## src/rtl/frt_pkg.sv

```systemverilog
// Package with shared types and constants of the fragment reassembly tracker.
package frt_pkg;

   localparam int TABLE_ENTRIES = 8;
   localparam int FRAGMENTS     = 16;
   localparam int LENGTH_BITS   = 11;

   localparam int SLOT_BITS  = (TABLE_ENTRIES > 1) ? $clog2(TABLE_ENTRIES) : 1;
   localparam int FIDX_BITS  = (FRAGMENTS > 1) ? $clog2(FRAGMENTS) : 1;
   localparam int AGE_BITS   = SLOT_BITS;
   localparam int LMEM_DEPTH = TABLE_ENTRIES * FRAGMENTS;
   localparam int LMEM_BITS  = SLOT_BITS + FIDX_BITS;
   localparam int SUM_BITS   = 15;
   localparam logic [SUM_BITS-1:0] LEN_MAX = 15'h7FFF;

   typedef struct packed {
      logic        fragmented;
      logic [15:0] sequence_number;
      logic [4:0]  fragment_index;
      logic        last_fragment;
      logic [10:0] payload_length;
   } req_type;

   typedef struct packed {
      logic        message_ready;
      logic [31:0] message_id;
      logic [15:0] message_sequence;
      logic [14:0] message_length;
      logic        was_reassembled;
      logic        entry_evicted;
      logic [15:0] evicted_sequence;
      logic        fragment_dropped;
   } rsp_type;

   // Work item handed from the classifier to the back end.
   typedef struct packed {
      logic        fragmented;
      logic        dropped;
      logic [15:0] sequence_number;
      logic [FIDX_BITS-1:0] fragment_index;
      logic        last_fragment;
      logic [LENGTH_BITS-1:0] payload_length;
   } work_type;

endpackage

```

## src/rtl/frt_if.sv

```systemverilog
// Valid/ready channel interface carrying one transaction payload.
interface frt_if #(parameter type payload_type = logic) (input logic clock);
   logic        valid;
   logic        ready;
   payload_type payload;
   modport source (output valid, output payload, input ready);
   modport sink (input valid, input payload, output ready);
endinterface

```

## src/rtl/frt_ram.sv

```systemverilog
// Generic single-port write, single-port registered read RAM.
module frt_ram #(
   parameter int WIDTH = 8,
   parameter int DEPTH = 16
) (
   input  logic                     clock,
   input  logic                     wr_en,
   input  logic [$clog2(DEPTH)-1:0] wr_addr,
   input  logic [WIDTH-1:0]         wr_data,
   input  logic [$clog2(DEPTH)-1:0] rd_addr,
   output logic [WIDTH-1:0]         rd_data
);
   logic [WIDTH-1:0] mem [DEPTH];

   always_ff @(posedge clock) begin
      if (wr_en) begin
         mem[wr_addr] <= wr_data;
      end
      rd_data <= mem[rd_addr];
   end
endmodule

```

## src/rtl/frt_front.sv

```systemverilog
// Front end: accepts packet headers, classifies them, and feeds a small queue.
module frt_front (
   input  logic                clock,
   input  logic                reset,
   input  logic                in_valid,
   output logic                in_ready,
   input  frt_pkg::req_type    in_data,
   output logic                wq_valid,
   input  logic                wq_pop,
   output frt_pkg::work_type   wq_data
);
   // Two-entry queue decouples header intake from table processing.
   frt_pkg::work_type q_ff [2];
   logic [1:0] cnt_ff, cnt_in;
   logic       rd_ff, wr_ff;
   frt_pkg::work_type w;
   logic push;

   always_comb begin
      w.fragmented      = in_data.fragmented;
      w.dropped         = in_data.fragmented &&
                          (32'(in_data.fragment_index) >= frt_pkg::FRAGMENTS);
      w.sequence_number = in_data.sequence_number;
      w.fragment_index  = in_data.fragment_index[frt_pkg::FIDX_BITS-1:0];
      w.last_fragment   = in_data.last_fragment;
      w.payload_length  = in_data.payload_length[frt_pkg::LENGTH_BITS-1:0];
   end

   assign in_ready = (cnt_ff != 2'd2);
   assign push     = in_valid && in_ready;
   assign wq_valid = (cnt_ff != 2'd0);
   assign wq_data  = q_ff[rd_ff];
   assign cnt_in   = cnt_ff + 2'(push) - 2'(wq_pop);

   always_ff @(posedge clock) begin
      if (reset) begin
         cnt_ff <= '0;
         rd_ff  <= 1'b0;
         wr_ff  <= 1'b0;
      end else begin
         cnt_ff <= cnt_in;
         if (push) wr_ff <= ~wr_ff;
         if (wq_pop) rd_ff <= ~rd_ff;
      end
      if (push) q_ff[wr_ff] <= w;
   end
endmodule

```

## src/rtl/frt_back.sv

```systemverilog
// Back end: table match, entry update, and fragment length summation.
module frt_back (
   input  logic               clock,
   input  logic               reset,
   input  logic               wq_valid,
   output logic               wq_pop,
   input  frt_pkg::work_type  wq_data,
   output logic               out_valid,
   input  logic               out_ready,
   output frt_pkg::rsp_type   out_data
);
   localparam int N  = frt_pkg::TABLE_ENTRIES;
   localparam int SB = frt_pkg::SLOT_BITS;
   localparam int FB = frt_pkg::FIDX_BITS;
   localparam int F  = frt_pkg::FRAGMENTS;

   typedef enum logic [2:0] {S_IDLE, S_UPDATE, S_SUM, S_DRAIN, S_OUT} state_type;
   state_type state_ff;

   logic          valid_ff [N];
   logic [15:0]   seq_ff   [N];
   logic [SB-1:0] age_ff   [N];
   logic          hasf_ff  [N];
   logic [FB-1:0] fin_ff   [N];
   logic [F-1:0]  map_ff   [N];
   logic [31:0]   cnt_ff;

   frt_pkg::work_type w_ff;
   frt_pkg::rsp_type  r_ff;
   logic [SB-1:0]     slot_ff;
   logic [FB:0]       sidx_ff;
   logic [FB-1:0]     sfin_ff;
   logic [15:0]       sum_ff;
   logic              pend_ff;

   // Combinational lookup on the current work item.
   logic          found, got_free;
   logic [SB-1:0] hit_s, free_s, old_s;
   always_comb begin
      found = 1'b0; got_free = 1'b0;
      hit_s = '0; free_s = '0; old_s = '0;
      for (int i = N - 1; i >= 0; i--) begin
         if (valid_ff[i] && seq_ff[i] == w_ff.sequence_number) begin
            found = 1'b1; hit_s = SB'(i);
         end
         if (!valid_ff[i]) begin
            got_free = 1'b1; free_s = SB'(i);
         end
      end
      // With a full table the ages are a permutation, so the oldest holds the maximum.
      for (int i = 0; i < N; i++) begin
         if (age_ff[i] == SB'(N - 1)) old_s = SB'(i);
      end
   end

   logic          lw_en;
   logic [frt_pkg::LMEM_BITS-1:0] lw_addr, lr_addr;
   logic [frt_pkg::LENGTH_BITS-1:0] lr_data;
   logic [SB-1:0] tgt;
   logic [F-1:0]  nmap;
   logic          nhasf;
   logic [FB-1:0] nfin;

   always_comb begin
      tgt   = found ? hit_s : (got_free ? free_s : old_s);
      nmap  = (found ? map_ff[tgt] : '0) | (F'(1) << w_ff.fragment_index);
      nhasf = (found && hasf_ff[tgt]) || w_ff.last_fragment;
      nfin  = w_ff.last_fragment ? w_ff.fragment_index :
              (found ? fin_ff[tgt] : '0);
      lw_en   = (state_ff == S_UPDATE);
      lw_addr = {tgt, w_ff.fragment_index};
      lr_addr = {slot_ff, sidx_ff[FB-1:0]};
   end

   frt_ram #(.WIDTH(frt_pkg::LENGTH_BITS), .DEPTH(frt_pkg::LMEM_DEPTH)) u_len (
      .clock(clock), .wr_en(lw_en), .wr_addr(lw_addr), .wr_data(w_ff.payload_length),
      .rd_addr(lr_addr), .rd_data(lr_data)
   );

   logic complete;
   logic [F-1:0] need;
   always_comb begin
      need     = (F'(2) << nfin) - F'(1);
      complete = nhasf && ((nmap & need) == need);
   end

   assign wq_pop    = (state_ff == S_IDLE) && wq_valid;
   assign out_valid = (state_ff == S_OUT);
   assign out_data  = r_ff;

   logic [16:0] sum_in;
   assign sum_in = {1'b0, sum_ff} + 17'(lr_data);

   // Result built in the update cycle, and the same result completed with the
   // reassembled message in the drain cycle.
   frt_pkg::rsp_type upd_rsp, drain_rsp;
   always_comb begin
      upd_rsp = '0;
      if (!w_ff.fragmented) begin
         if (w_ff.payload_length != '0) begin
            upd_rsp.message_ready    = 1'b1;
            upd_rsp.message_id       = cnt_ff + 32'd1;
            upd_rsp.message_sequence = w_ff.sequence_number;
            upd_rsp.message_length   = 15'(w_ff.payload_length);
         end
      end else if (w_ff.dropped) begin
         upd_rsp.fragment_dropped = 1'b1;
      end else if (!found && !got_free) begin
         upd_rsp.entry_evicted    = 1'b1;
         upd_rsp.evicted_sequence = seq_ff[old_s];
      end
      drain_rsp                  = r_ff;
      drain_rsp.message_ready    = 1'b1;
      drain_rsp.message_id       = cnt_ff + 32'd1;
      drain_rsp.message_sequence = w_ff.sequence_number;
      drain_rsp.message_length   = (sum_in > 17'(frt_pkg::LEN_MAX)) ?
                                   frt_pkg::LEN_MAX : sum_in[14:0];
      drain_rsp.was_reassembled  = 1'b1;
   end

   always_ff @(posedge clock) begin
      if (reset) begin
         state_ff <= S_IDLE;
         cnt_ff   <= '0;
         for (int i = 0; i < N; i++) begin
            valid_ff[i] <= 1'b0;
            age_ff[i]   <= '0;
            hasf_ff[i]  <= 1'b0;
            fin_ff[i]   <= '0;
            map_ff[i]   <= '0;
         end
      end else begin
         case (state_ff)
            S_IDLE: begin
               if (wq_valid) begin
                  w_ff     <= wq_data;
                  state_ff <= S_UPDATE;
               end
            end
            S_UPDATE: begin
               r_ff <= upd_rsp;
               if (!w_ff.fragmented) begin
                  if (w_ff.payload_length != '0) begin
                     cnt_ff <= cnt_ff + 32'd1;
                  end
                  state_ff <= S_OUT;
               end else if (w_ff.dropped) begin
                  state_ff <= S_OUT;
               end else begin
                  slot_ff <= tgt;
                  seq_ff[tgt]  <= w_ff.sequence_number;
                  map_ff[tgt]  <= nmap;
                  hasf_ff[tgt] <= nhasf;
                  fin_ff[tgt]  <= nfin;
                  if (complete) begin
                     // Entry leaves the table; the ages of older entries close the gap.
                     if (found) begin
                        valid_ff[tgt] <= 1'b0;
                        for (int i = 0; i < N; i++)
                           if (valid_ff[i] && age_ff[i] > age_ff[tgt])
                              age_ff[i] <= age_ff[i] - SB'(1);
                     end else if (!got_free) begin
                        valid_ff[tgt] <= 1'b0;
                     end
                     sidx_ff  <= '0;
                     sfin_ff  <= nfin;
                     sum_ff   <= '0;
                     pend_ff  <= 1'b0;
                     state_ff <= S_SUM;
                  end else begin
                     if (!found) begin
                        // Insert as newest; an evicted slot is reused in place.
                        for (int i = 0; i < N; i++)
                           if (valid_ff[i] && SB'(i) != tgt)
                              age_ff[i] <= age_ff[i] + SB'(1);
                        age_ff[tgt]   <= '0;
                        valid_ff[tgt] <= 1'b1;
                     end
                     state_ff <= S_OUT;
                  end
               end
            end
            S_SUM: begin
               // One read issued per cycle; its data is accumulated in the next cycle.
               if (pend_ff)
                  sum_ff <= (sum_in > 17'(frt_pkg::LEN_MAX)) ? 16'(frt_pkg::LEN_MAX)
                                                             : sum_in[15:0];
               pend_ff <= 1'b1;
               if (sidx_ff[FB-1:0] == sfin_ff) state_ff <= S_DRAIN;
               else sidx_ff <= sidx_ff + (FB+1)'(1);
            end
            S_DRAIN: begin
               r_ff     <= drain_rsp;
               cnt_ff   <= cnt_ff + 32'd1;
               state_ff <= S_OUT;
            end
            S_OUT: begin
               if (out_ready) state_ff <= S_IDLE;
            end
            default: state_ff <= S_IDLE;
         endcase
      end
   end
endmodule

```

## src/rtl/fragment_reassembly_tracker_core.sv

```systemverilog
// Each accepted transaction passes the queue and the back-end states idle, update and output;
// a completed message also passes the sum and drain states, one fragment length read per cycle.
// The back-end sequencer takes a new transaction only after the last result has been taken.
// A two-entry queue keeps intake open while the back end works or the result waits, until it is full.
// Synchronous active-high reset clears the table valid bits, ages, maps and the
// message counter; stored sequence numbers and fragment lengths are not cleared.
module fragment_reassembly_tracker_core (
   input logic clock,
   input logic reset,
   frt_if.sink   req,
   frt_if.source rsp
);
   logic              wq_valid, wq_pop;
   frt_pkg::work_type wq_data;

   // Front end classifies each incoming header transaction and queues it.
   frt_front u_front (
      .clock(clock), .reset(reset),
      .in_valid(req.valid), .in_ready(req.ready), .in_data(req.payload),
      .wq_valid(wq_valid), .wq_pop(wq_pop), .wq_data(wq_data)
   );

   // Back end owns the reassembly table and builds each result transaction.
   frt_back u_back (
      .clock(clock), .reset(reset),
      .wq_valid(wq_valid), .wq_pop(wq_pop), .wq_data(wq_data),
      .out_valid(rsp.valid), .out_ready(rsp.ready), .out_data(rsp.payload)
   );
endmodule

```

## src/flat_wrapper.sv

```systemverilog
// flat-port wrapper written by rule: the top's interface ports become plain ports
module fragment_reassembly_tracker_core_flat 
  (clock, reset, req_valid, req_payload, req_ready, rsp_valid, rsp_payload, rsp_ready);
  frt_if #(.payload_type(frt_pkg::req_type)) req_i (.clock(clock));
  frt_if #(.payload_type(frt_pkg::rsp_type)) rsp_i (.clock(clock));
  input logic clock;
  input logic reset;
  input wire logic [$bits(req_i.valid)-1:0] req_valid;
  input wire logic [$bits(req_i.payload)-1:0] req_payload;
  output wire logic [$bits(req_i.ready)-1:0] req_ready;
  output wire logic [$bits(rsp_i.valid)-1:0] rsp_valid;
  output wire logic [$bits(rsp_i.payload)-1:0] rsp_payload;
  input wire logic [$bits(rsp_i.ready)-1:0] rsp_ready;
  assign req_i.valid = req_valid;
  assign req_i.payload = req_payload;
  assign req_ready = req_i.ready;
  assign rsp_valid = rsp_i.valid;
  assign rsp_payload = rsp_i.payload;
  assign rsp_i.ready = rsp_ready;
  fragment_reassembly_tracker_core u_core (.clock(clock), .reset(reset), .req(req_i), .rsp(rsp_i));
endmodule
```

## config.mk

```make
export PLATFORM = sky130hd
export DESIGN_NAME = fragment_reassembly_tracker_core_flat
export DESIGN_NICKNAME = d
export VERILOG_FILES = /design/src/rtl/frt_pkg.sv /design/src/rtl/frt_if.sv /design/src/rtl/frt_ram.sv /design/src/rtl/frt_front.sv /design/src/rtl/frt_back.sv /design/src/rtl/fragment_reassembly_tracker_core.sv /design/src/flat_wrapper.sv
export SDC_FILE = /design/constraint.sdc
export NUM_CORES = 2
export LEC_CHECK = 0
export ABC_CLOCK_PERIOD_IN_PS = 6700
export BUFFER_PORTS_ARGS = -buffer_cell sky130_fd_sc_hd__buf_4
export CAP_MARGIN = 40
export CORE_ASPECT_RATIO = 0.6
export CORE_MARGIN = 10
export CORE_UTILIZATION = 43
export DETAILED_ROUTE_END_ITERATION = 10
export HOLD_SLACK_MARGIN = 0.03
export SETUP_SLACK_MARGIN = 0.5
export SYNTH_ARGS = -nofsm -noshare
export SYNTH_HDL_FRONTEND = slang
export SYNTH_SLANG_ARGS = --single-unit
```

## constraint.sdc

```tcl
create_clock -name clock -period 6.7 [get_ports clock]
set_input_delay 0 -clock clock [delete_from_list [all_inputs] [get_ports clock]]
set_output_delay 0 -clock clock [all_outputs]
set_load 0.02 [all_outputs]
```

After elaboration in Yosys (flattened, before gate mapping) --
Memories as Yosys holds them, arrays and structs flattened. A register that Yosys moved wholly into a read port is not among the register bits. Index checks and enable logic that the tools add are counted. Widths: inputs -> output; s select.
Word-level totals: latch bits 0, word-level logic and storage cells 445, input bits 38, flip-flop bits (word level) 151, ROM bits 0, bits in writable memories 1804, output and inout port bits 85, memories kept 8
Memories:
- u_core.u_back.u_len.mem | words 128, bits a word 11, read ports 1, clocked after memory_dff 1, wr ports 1, RTL line frt_ram.sv:13 | logic [WIDTH-1:0] mem [DEPTH];
- u_core.u_back.map_ff | words 8, bits a word 16, read ports 1, clocked after memory_dff 0, wr ports 8, RTL line frt_back.sv:25 | logic [F-1:0] map_ff [N];
- u_core.u_back.seq_ff | words 8, bits a word 16, read ports 9, clocked after memory_dff 0, wr ports 1, RTL line frt_back.sv:21 | logic [15:0] seq_ff [N];
- u_core.u_front.q_ff | words 2, bits a word 34, read ports 1, clocked after memory_dff 1, wr ports 1, RTL line frt_front.sv:13 | frt_pkg::work_type q_ff [2];
- u_core.u_back.fin_ff | words 8, bits a word 4, read ports 1, clocked after memory_dff 0, wr ports 8, RTL line frt_back.sv:24 | logic [FB-1:0] fin_ff [N];
- u_core.u_back.age_ff | words 8, bits a word 3, read ports 9, clocked after memory_dff 0, wr ports 9, RTL line frt_back.sv:22 | logic [SB-1:0] age_ff [N];
- +2 memories
Operators by class: shift-type cells 2, equal/unequal tests 39, bitwise operators 25, mux-type cells 268, multipliers 0, reduce and logical (&&, ||, !) cells 53, div/mod/pow operators 0, magnitude comparators 10, add/sub/neg operators 22
Operators with widths (number):
- $mux 1 | 190
- $pmux 83 s2 | 1
- $mux 3 | 50
- $eq 16x16->1 | 9
- $mux 64 | 2
- $mux 16 | 7
- $mux 32 | 2
- $pmux 32 s2 | 1
- $mux 17 | 2
- $add 32x1->32 const B | 1
- $pmux 16 s2 | 1
- $logic_and 1x1->1 | 30
- $add 3x1->3 const B | 8
- $eq 3x3->1 const B | 8
- $gt 3x3->1 | 8
- $sub 3x1->3 const B | 8
- $mux 5 | 4
- $mux 18 | 1
- $or 1x1->1 | 18
- $add 16x11->17 | 1
- $gt 17x15->1 const B | 1
- $and 16x16->16 | 1
- $ne 2x2->1 const B | 8
- $or 16x16->16 | 1
- other kinds (34) | 56

Longest topological paths before layout --
An unclocked memory read counts as a cell.
depth after elaboration 30, mapped depth 29

Cells and area by module --
Synthesis repeated with hierarchy kept, for this count alone.
Second synthesis, totals: cell total of the unflattened synthesis 4590, area, all modules 83025.9 um2
Modules (own cells, without submodules):
- frt_ram | area each 54223.3 um2, cells an instance 2178, times used 1
- frt_back | area each 26092.5 um2, cells an instance 2277, times used 1
- frt_front | area each 2710.1 um2, cells an instance 135, times used 1

Worst setup path before layout --
OpenSTA, ideal clock, no wires.
path kind flip-flop to flip-flop, start register u_core.u_back.w_ff (netlist bit u_core.u_back.drain_rsp[49]), end register u_core.u_back.sum_ff[0] (enable), data arrival time 6119 ps, data required time 6312 ps, cell stages (with the launch flop) 27, period minus slack after synthesis 6508 ps, path buffers 5, setup slack 192 ps, cell sequence edfxtp_1 > buf_2 > xor2_1 > or2_1 > nor3b_1 > nand4_1 > a211oi_1 > a21oi_4 > inv_4 > buf_6 > mux2i_1 > mux2i_1 > a211oi_2 > buf_2 > nand2_1 > or2_2 > ha_1 > clkbuf_1 > inv_1 > xnor2_1 > o22ai_1 > a211oi_2 > nand3_2 > clkbuf_1 > o21ai_0 > nand2_1 > nor2_1
On the way: longest elaborated chain between the ends 21
Ends and longest elaborated chain:
- from (decl) | RTL line frt_back.sv:28 | frt_pkg::work_type w_ff;
- from (signal assigned) | RTL line frt_back.sv:136 | w_ff <= wq_data;
- $eq 16x16->1 | RTL line frt_back.sv:43 | if (valid_ff[i] && seq_ff[i] == w_ff.sequence_number) begin
- $logic_and 1x1->1 | RTL line frt_back.sv:43
- $mux 3 or $mux 1 (tied branches) (8 in a row) | RTL line frt_back.sv:43
- $mux 3 | RTL line frt_back.sv:65 | tgt = found ? hit_s : (got_free ? free_s : old_s);
- $mem_v2 8x4
- $mux 4 | RTL line frt_back.sv:69 | (found ? fin_ff[tgt] : '0);
- $mux 4 | RTL line frt_back.sv:68 | nfin = w_ff.last_fragment ? w_ff.fragment_index :
- $shl 2x4->16 | RTL line frt_back.sv:83 | need = (F'(2) << nfin) - F'(1);
- $sub 16x2->16 | RTL line frt_back.sv:83
- $and 16x16->16 | RTL line frt_back.sv:84 | complete = nhasf && ((nmap & need) == need);
- $eq 16x16->1 | RTL line frt_back.sv:84
- $logic_and 1x1->1 * | RTL line frt_back.sv:84
- $ne 2x1->1 (no line) *
- $reduce_and 6->1 (no line) *
- to (signal assigned) | RTL line frt_back.sv:186 | sum_ff <= (sum_in > 17'(frt_pkg::LEN_MAX)) ? 16'(frt_pkg::LEN_MAX)
- to (decl) | RTL line frt_back.sv:33 | logic [15:0] sum_ff;
Mark *: on every way between the ends. The rest lies on a longest branch, timed or not. A chain may end at the register's enable or synchronous reset.

==> impl_metrics.yaml <==
run_status:
  status: "completed"
clocking:
  tritoncts: "done"
  ctsHtreeMaxLevel: 4
  clock_latency_ps: 850
  clockRootBuffer: "sky130_fd_sc_hd__clkbuf_16"
  cts_made_buffers: 194
  clk_pin_slew_worst_paths_ps: 60
  cts_max_path_buffers: 4
  cts.sinks: 1999
setup_path:
  path_delay_family: "simple AND/OR/NAND/NOR gates"
  critical_path.slowest_cell: "sky130_fd_sc_hd__fa_2"
  setup.worst_path.class: "reg2reg"
  critPathArrivalTime_ps: 6780
  critical_path_peak_fanout: 8
  worst_r2r_path_depth: 28
  timing.critical_path.required_ps: 7430
  critical_path.startpoint_type: "register"
  r2r_slack_ps: 640
  cpPeakStageDelay_ps: 430
  critPathBufInv: 7
  reg_to_reg_endpoint: "u_core.u_back.age_ff[3][2]"
  setup.worst_path.end_class: "register"
  ff_to_ff_start: "u_core.u_back.drain_rsp[46]"
  critical_path.most_common_cell: "sky130_fd_sc_hd__buf_4"
sta:
  timing.max_slew.rel_slack_pct: 33.0
  timing_max_transition_violations_final: 0
  worst-slew-pin-transition_ps: 1010
  fmax_mhz: 165
  hold_viol: 0
  timing.setup.tns_ps: 0
  finalSetupViolCount: 0
  period_minus_slack_ps: 6060
  timing.clock.skew_ps: 69.3
  setup_repair_after_global_routing_missed_its_margin: "no"
  final.period_utilization_pct: 90.4
grt:
  antenna_found_initial: 19
  grt_pass1_wl_um: 336000
  grt_max_degree: 132
  grt_pass1_vias: 44900
  track_usage_pct: 21.7
  global_route.overflow_total: 0
layout:
  regArea_mm2: 0.0593
  layout.filler_cells: 15500
  design_area_mm2: 0.0963
  syn2layout_area_growth_pct: 16.3
  share_of_cells_above_drive_strength_1_pct: 26.0
  nets: 5310
  multi_input_comb_area_mm2: 0.0226
synth:
  syn-mean-instance-area_um2: 17.5
  yosysUniqueCellTypes: 102
  synth_top_area_cell: "sky130_fd_sc_hd__edfxtp_1"
  synth_top_cell_area_share_pct: 69.9
  asyncSetResetFlopFracSynth_pct: 0
  syn-cell-area_mm2: 0.0828
  synth_nets: 4828
  number_of_flops_mapped_to_enable_cells_by_yosys: 1925
  syn-instance-count: 4732
  synth.yosys.seq_area_share_pct: 71.6
  synth.ff_latch_count: 1999
  yosys-top-cells-area: "sky130_fd_sc_hd__edfxtp_1, sky130_fd_sc_hd__mux4_2, sky130_fd_sc_hd__nor2_1"
  ys.flop_type: "sky130_fd_sc_hd__edfxtp_1"
  yosysWarnings: 0
floorplanning:
  num_rows: 124
  io_pins: 123
  die_y_um: 360
  floorplan.die_area_mm2: 0.211
  chipWidth_um: 586
  floorplan.initialDensity_pct: 43.4
  coreArea_mm2: 0.191
route:
  drt-vias-per-instance: 5.92
  drt_iter0_markers: 6426
  detailedRoute.firstPassIterationCount: 6
  vias: 46700
  wl_um: 234000
  routedWlPerCell_um: 29.7
  detail_route.drc_violations: 0
  ant_nets: 0
min_path:
  hold_path_startpoint: "req_payload[16]"
  worst_hold_endpoint: "u_core.u_front.q_ff[0][32]"
  whs_path_depth: 3
  hold_path_class: "in2reg"
placement:
  placedInstanceArea_mm2: 0.0886
  hpwl_dp_um: 151000
  gp_congestion: 0.931
  portBuffers: 122
power:
  pwr_dens_mw_per_mm2: 305
  vdd_ir_drop_max_mv: 0.197
  cellLeakagePower_nw: 31.5
run:
  cap_violations: 0
area by class of cell:
| cell class | count | area share [%] |
|---|---|---|
| flip-flops and latches | 1999 | 61.6 |
| multi-input cells | 2391 | 23.5 |
| clock buffers | 233 | 5.28 |
| repair buffers | 555 | 4.96 |
| well taps | 2520 | 3.28 |
| clock inverters | 107 | 1.12 |
| inverters | 72 | 0.296 |
| diodes | 6 | 0.0156 |
| repair inverters | 1 | 0.00910 |
through the flow:
step | std cells | hold WS (ps) | worst slack [ps] | total power, mW | utilization, %
3_3_place_gp | 7405 | 185 | 224 | 18.5 | 46.2
2_1_floorplan | 4732 | 98.9 | 541 | 17.0 | -
4_1_cts | 7860 | 77.4 | 505 | 29.5 | 50.1
5_1_grt | 7878 | 101 | 458 | 30.4 | 50.4
6_report | 7884 | 115 | 644 | 29.4 | 50.4
3_5_place_dp | 7433 | 188 | 155 | 18.6 | 46.4
power breakdown:
part | switching (mW) | leakage [nW] | total (mW) | internal (mW)
sequential | 0.187 | 18.2 | 14.7 | 14.5
clock | 4.70 | 3.01 | 10.9 | 6.17
combinational | 2.52 | 10.3 | 3.82 | 1.30
routing by layer:
layer | share of wire (%) | global-route usage [%] | vias up
met5 | 0.0055 | 0 | -
met2 | 39 | 27.7 | 2538
met3 | 13 | 7.23 | 247
met1 | 47 | 35.9 | 24300
li1 | - | - | 19600
met4 | 1.4 | 3.36 | 2
state kept, by name, summed over array words and instances (netlist names), 2 cells and up:
signal	flops
u_core.u_back.age_ff	24
u_core.u_back.cnt_ff	32
u_core.u_back.drain_rsp	16
u_core.u_back.fin_ff	32
u_core.u_back.hasf_ff	8
u_core.u_back.lw_addr	4
u_core.u_back.map_ff	128
u_core.u_back.out_data	83
u_core.u_back.seq_ff	128
u_core.u_back.sfin_ff	4
u_core.u_back.sidx_ff	4
u_core.u_back.slot_ff	3
u_core.u_back.state_ff	3
u_core.u_back.sum_ff	16
u_core.u_back.u_len.mem	1408
u_core.u_back.u_len.rd_data	11
u_core.u_back.valid_ff	8
u_core.u_back.w_ff	14
u_core.u_front.cnt_ff	2
u_core.u_front.q_ff	68
worst max-delay path by stage:
stage                           startpoint                         end  slack (ps)  depth (start not counted)
2_1_floorplan  u_core.u_back.drain_rsp[34]  u_core.u_back.age_ff[2][2]         540                         26
3_3_place_gp   u_core.u_back.drain_rsp[36]  u_core.u_back.age_ff[3][2]         220                         23
3_5_place_dp   u_core.u_back.drain_rsp[36]   u_core.u_back.valid_ff[4]         160                         24
4_1_cts        u_core.u_back.drain_rsp[47]  u_core.u_back.age_ff[3][2]         510                         24
5_1_grt        u_core.u_back.drain_rsp[36]  u_core.u_back.age_ff[3][2]         460                         27
6_report       u_core.u_back.drain_rsp[46]  u_core.u_back.age_ff[3][2]         640                         28
cells in the final DEF, fill, tap and decap left out, types with 13 or more instances in the layout:
master	count
sky130_fd_sc_hd__mux2i_1	41
sky130_fd_sc_hd__clkinv_2	29
sky130_fd_sc_hd__clkbuf_1	33
sky130_fd_sc_hd__dlygate4sd3_1	72
sky130_fd_sc_hd__a31oi_1	31
sky130_fd_sc_hd__xnor2_1	134
sky130_fd_sc_hd__clkinv_1	37
sky130_fd_sc_hd__dfxtp_1	73
sky130_fd_sc_hd__nor3_1	27
sky130_fd_sc_hd__mux4_2	462
sky130_fd_sc_hd__clkbuf_16	196
sky130_fd_sc_hd__xnor2_2	19
sky130_fd_sc_hd__nor2_1	497
sky130_fd_sc_hd__a311oi_1	18
sky130_fd_sc_hd__buf_6	14
sky130_fd_sc_hd__o21ai_0	49
sky130_fd_sc_hd__mux2_2	50
sky130_fd_sc_hd__nand4_1	68
sky130_fd_sc_hd__or3_1	13
sky130_fd_sc_hd__and2_1	23
sky130_fd_sc_hd__nand2_1	327
sky130_fd_sc_hd__xor2_1	58
sky130_fd_sc_hd__and3_1	55
sky130_fd_sc_hd__nand3_1	116
sky130_fd_sc_hd__edfxtp_1	1925
sky130_fd_sc_hd__o22ai_1	18
sky130_fd_sc_hd__buf_4	437
sky130_fd_sc_hd__bufinv_16	20
sky130_fd_sc_hd__inv_1	65
sky130_fd_sc_hd__a21oi_1	50
sky130_fd_sc_hd__ha_1	53
sky130_fd_sc_hd__buf_12	16
sky130_fd_sc_hd__a211oi_1	18
cells by family (layout without fill, tap and decap cells):
group,count (synthesis),count (layout),synth area share (%)
and+or+nand+nor,1252,1252,6.94
muxes,555,555,13.8
AOI/OAI and AO/OA,311,311,2.70
buffers and inverters,342,968,1.76
other,1,7,0.00453
adders and majority gates,58,58,0.913
DFF,1999,1999,71.6
xor gates and xnor gates,214,214,2.26
worst reg2reg max path: cells and delay by family (launching register included):
family | cells | cell delay [ps]
and+or+nand+nor | 9 | 1900
adders and majority gates | 2 | 610
buffers and inverters | 7 | 1210
muxes | 2 | 260
DFF | 1 | 360
AOI/OAI and AO/OA | 7 | 1210
xor gates and xnor gates | 1 | 400
timing repair:
item,4_1_cts,5_1_grt
cloned,0,1
pin swaps,9,25
setup buffers,15,16
hold endpoints to repair,179,0
hold buffers,72,0
gates resized for setup,24,75
endpoints found under the setup margin,54,60
cell usage after synthesis, types with 22 or more instances:
cell type,number
sky130_fd_sc_hd__a31oi_1,33
sky130_fd_sc_hd__xnor2_1,156
sky130_fd_sc_hd__mux2_2,50
sky130_fd_sc_hd__and2_1,24
sky130_fd_sc_hd__edfxtp_1,1925
sky130_fd_sc_hd__clkbuf_1,169
sky130_fd_sc_hd__xor2_1,58
sky130_fd_sc_hd__a21oi_1,50
sky130_fd_sc_hd__nor3_1,32
sky130_fd_sc_hd__nor2_1,505
sky130_fd_sc_hd__ha_1,54
sky130_fd_sc_hd__o21ai_0,50
sky130_fd_sc_hd__and3_1,56
sky130_fd_sc_hd__nand3_1,117
sky130_fd_sc_hd__inv_1,66
sky130_fd_sc_hd__nand2_1,329
sky130_fd_sc_hd__buf_4,24
sky130_fd_sc_hd__mux2i_1,42
sky130_fd_sc_hd__nand4_1,68
sky130_fd_sc_hd__buf_2,22
sky130_fd_sc_hd__dfxtp_1,74
sky130_fd_sc_hd__mux4_2,462
sky130_fd_sc_hd__buf_1,48
No activity file was read; power rests on OpenSTA's default activity.
